<file path="src/mfto_ram.sv">
`default_nettype none
module mfto_ram #(
  parameter int WIDTH = 8,
  parameter int DEPTH = 16,
  parameter int AW    = (DEPTH > 1) ? $clog2(DEPTH) : 1
) (
  input  wire logic             clk,
  input  wire logic             we,
  input  wire logic [AW-1:0]    waddr,
  input  wire logic [WIDTH-1:0] wdata,
  input  wire logic [AW-1:0]    raddr,
  output logic      [WIDTH-1:0] rdata
);

  logic [WIDTH-1:0] mem [DEPTH];

  always_ff @(posedge clk) begin
    if (we) begin
      mem[waddr] <= wdata;
    end
    rdata <= mem[raddr];
  end

endmodule
`default_nettype wire

</file>
<file path="config.mk">
export PLATFORM = sky130hd
export DESIGN_NAME = mfto_ram
export DESIGN_NICKNAME = d
export VERILOG_FILES = /design/src/mfto_ram.sv
export SDC_FILE = /design/constraint.sdc
export NUM_CORES = 1
export LEC_CHECK = 0
export BUFFER_PORTS_ARGS = -buffer_cell sky130_fd_sc_hd__buf_2
export CORE_ASPECT_RATIO = 0.75
export CORE_UTILIZATION = 45
export DETAILED_ROUTE_END_ITERATION = 6
export SETUP_SLACK_MARGIN = 0.4
export SLEW_MARGIN = 10
export SYNTH_ARGS = -nofsm -noshare
export SYNTH_HDL_FRONTEND = slang
export SYNTH_SLANG_ARGS = --single-unit
</file>
<file path="constraint.sdc">
create_clock -name clk -period 2.1 [get_ports clk]
set_input_delay 0.42 -clock clk [delete_from_list [all_inputs] [get_ports clk]]
set_output_delay 0.42 -clock clk [all_outputs]
set_load 0.005 [all_outputs]
</file>
==> flow_metrics.tcl <==
set metrics [dict create \
    setup_ws_ns 0.5571 \
    pin_count 26 \
    dp_hpwl_microns 5949 \
    use_met1_pct 25.61 \
    synth.distinct_cells 19 \
    globalplace.congestion 0.6911 \
    power_mw 6.171 \
    timing.final.crit_share_pct 73.47 \
    row_count 33 \
    yosysSeqAreaShare_pct 77.78 \
    diodes 0 \
    clock-sinks 136 \
    antenna_found_initial 0 \
    finalSetupViolCount 0 \
    fin_crit_ns 1.543 \
    max_slew_margin_pct 69.77 \
    drc 1 \
    fin_cells 437 \
    post_cts_resized 0 \
    rsz0062_at_grt "false" \
    worstSetupPathType "input pin to register" \
    hold_path.class "input pin to register" \
    hold_violations 0 \
    antenna_left 0 \
    syn_to_final_growth_pct 19.11 \
    via_per_inst 5.405 \
    skew_ns 0.004899 \
    drive_above_1_share_pct 30.64 \
    start_util_pct 46.69 \
    die_area_sq_um 11880 \
    status "complete, but fails checks" \
    die_w_microns 125.5 \
    crit_path_end_kind "register" \
    crit_path_max_fanout 18 \
    cts_tree "yes" \
    numCtsBuffers 17 \
    htreeDepth 4 \
    gr-usage-all-layers_pct 18.14 \
    async_flop_share_pct 0 \
    clock_path_buffers 2 \
    portBuffers 25 \
    clk_transition_reported_paths_ns 0.05 \
    rr_startpoint "mem[5][1]" \
    syn_area_per_cell_sq_um 22.48 \
    multi_input_area_sq_um 1062 \
    synthTopCellsByArea "edfxtp_1 (75%), mux4_2 (7.9%), mux4_1 (7.1%), dfxtp_1 (3.1%), a22oi_1 (2.3%)" \
    cp-start-kind "input pin" \
    wl_per_cell_microns 22.15 \
    first_pass_iters 6 \
    grt_pass1_vias 2391 \
    synth.net_count 247 \
    dpl.cell_count 405 \
    num-fill-cells 823 \
    finalMaxSlewViolations 0 \
    drt_wl_total_microns 9680 \
    final_area_sq_um 6131 \
    drt_iter0_drc 232 \
    place_area_sq_um 5562 \
    hold_buffers 0 \
    crit_start "raddr[0]" \
    worst_slew_pin_slew_ns 0.4535 \
    synth_top_cell_by_area "edfxtp_1" \
    synth_area_sq_um 5147 \
    fmax_mhz 648.1 \
    synth-edff-count 128 \
    pwr_density_cell_nw_per_um2 1007 \
    core_sq_um 11020 \
    post_cts_buffers 0 \
    violations "design-rule violations" \
    cap_violations 0 \
    p_leak_nw 2.098 \
    yosys-top-cells-count "edfxtp_1 (128), mux4_2 (18), a22oi_1 (16), mux4_1 (14), nor2_1 (13)" \
    cp_data_arrival_time_ns 1.82 \
    busiest_layer "met2" \
    crit_required_ns 2.38 \
    synth_most_common_cell "edfxtp_1" \
    netlist_instances 229 \
    vdd_drop_max_mv 0.6088 \
    holdPathStages 1 \
    place_ws_ns 0.1439 \
    synth_warnings 0 \
    ys_ff_latch 136 \
    grt_pass1_wl_microns 14430 \
    reg2reg_depth 3 \
    clkLatencyLatePin_ns 0.40 \
    num_vias 2362 \
    root_buffer "clkbuf_16" \
    r2r_setup_slack_ns 0.65 \
    yosysTopAreaCellShare_pct 74.67 \
    fin_nets 302 \
    reg2reg_to "rdata[1]" \
    grtUsageMet2_pct 27.08 \
    grt_max_degree 33 \
    regArea_sq_um 4004 \
    crit_path_end "rdata[1]" \
    fp.dieH_microns 94.63 \
    overflow 0 \
    finalSetupTns_ns 0 \
    synth_ff_type "edfxtp_1" \
    gr-usage-met3_pct 5.042 \
]
-- sequential cells by signal (all words and copies together) (netlist names) --
name   cells
mem      128
rdata      8
-- worst min path at each step --
| stage | from | to | slack, ns |
|---|---|---|---|
| after global routing | wdata[2] | mem[6][2] | 0.40 |
| after detailed placement | mem[14][5] | rdata[5] | 0.66 |
| after global placement | mem[11][1] | rdata[1] | 0.66 |
| after CTS | wdata[2] | mem[6][2] | 0.39 |
| after floorplan | wdata[0] | mem[0][0] | 0.52 |
| final | wdata[4] | mem[4][4] | 0.41 |
-- critical path: stages --
cell and delay (ns):
buf_2 0.14, buf_12 0.20, mux4_1 0.60, a22oi_1 0.35, nand2_1 0.09
-- stage by stage --
stage	hold WS [ns]	util [%]
final	0.4086	55.61
after global routing	0.4039	55.61
after CTS	0.3918	55.61
after detailed placement	0.6620	50.45
after global placement	0.6616	50.45
after floorplan	0.5189	-
-- routing by layer --
metal / wire length (microns) / up-vias
met5: 0 / -
met2: 4384 / 73
met4: 42 / 0
met1: 4485 / 1197
li1: - / 1088
met3: 767 / 4
-- cells by family (layout without fill, tap and decap cells) --
kind of cell	count (synthesis)	in the layout	synth area share (%)
flip-flops	136	136	77.78
AND/OR/NAND/NOR	35	35	3.184
multiplexers	32	32	15.02
AO/OA/AOI/OAI	16	16	2.334
buffers and inverters	10	78	1.677
-- area by class of cell --
type | count | share of cell area (%)
repair buffers | 46 | 5.224
clock inverters | 12 | 2.163
clock buffers | 20 | 7.122
multi-input cells | 83 | 17.33
well taps | 140 | 2.857
flip-flops and latches | 136 | 65.31
-- power breakdown --
part | switching, mW | internal [mW]
combinational | 0.160 | 0.127
sequential | 0.0164 | 3.04
clock | 0.993 | 1.84
-- placed cells by master, fill, tap and decap left out --
master      instances
nand2_1             9
clkbuf_1            3
and2_1              1
clkbuf_16          17
buf_2              25
nand2b_1            2
clkinv_1            4
nor3_2              1
mux4_2             18
or3b_2              1
nand3_1             1
nor3_1              3
nand3b_1            2
nor2b_1             1
clkinvlp_4          1
edfxtp_1          128
mux4_1             14
buf_12              3
bufinv_16           3
and2b_1             1
nor2_1             13
a22oi_1            16
clkinv_2            4
dfxtp_1             8
buf_4              18
(Power assumes the default switching activity.)
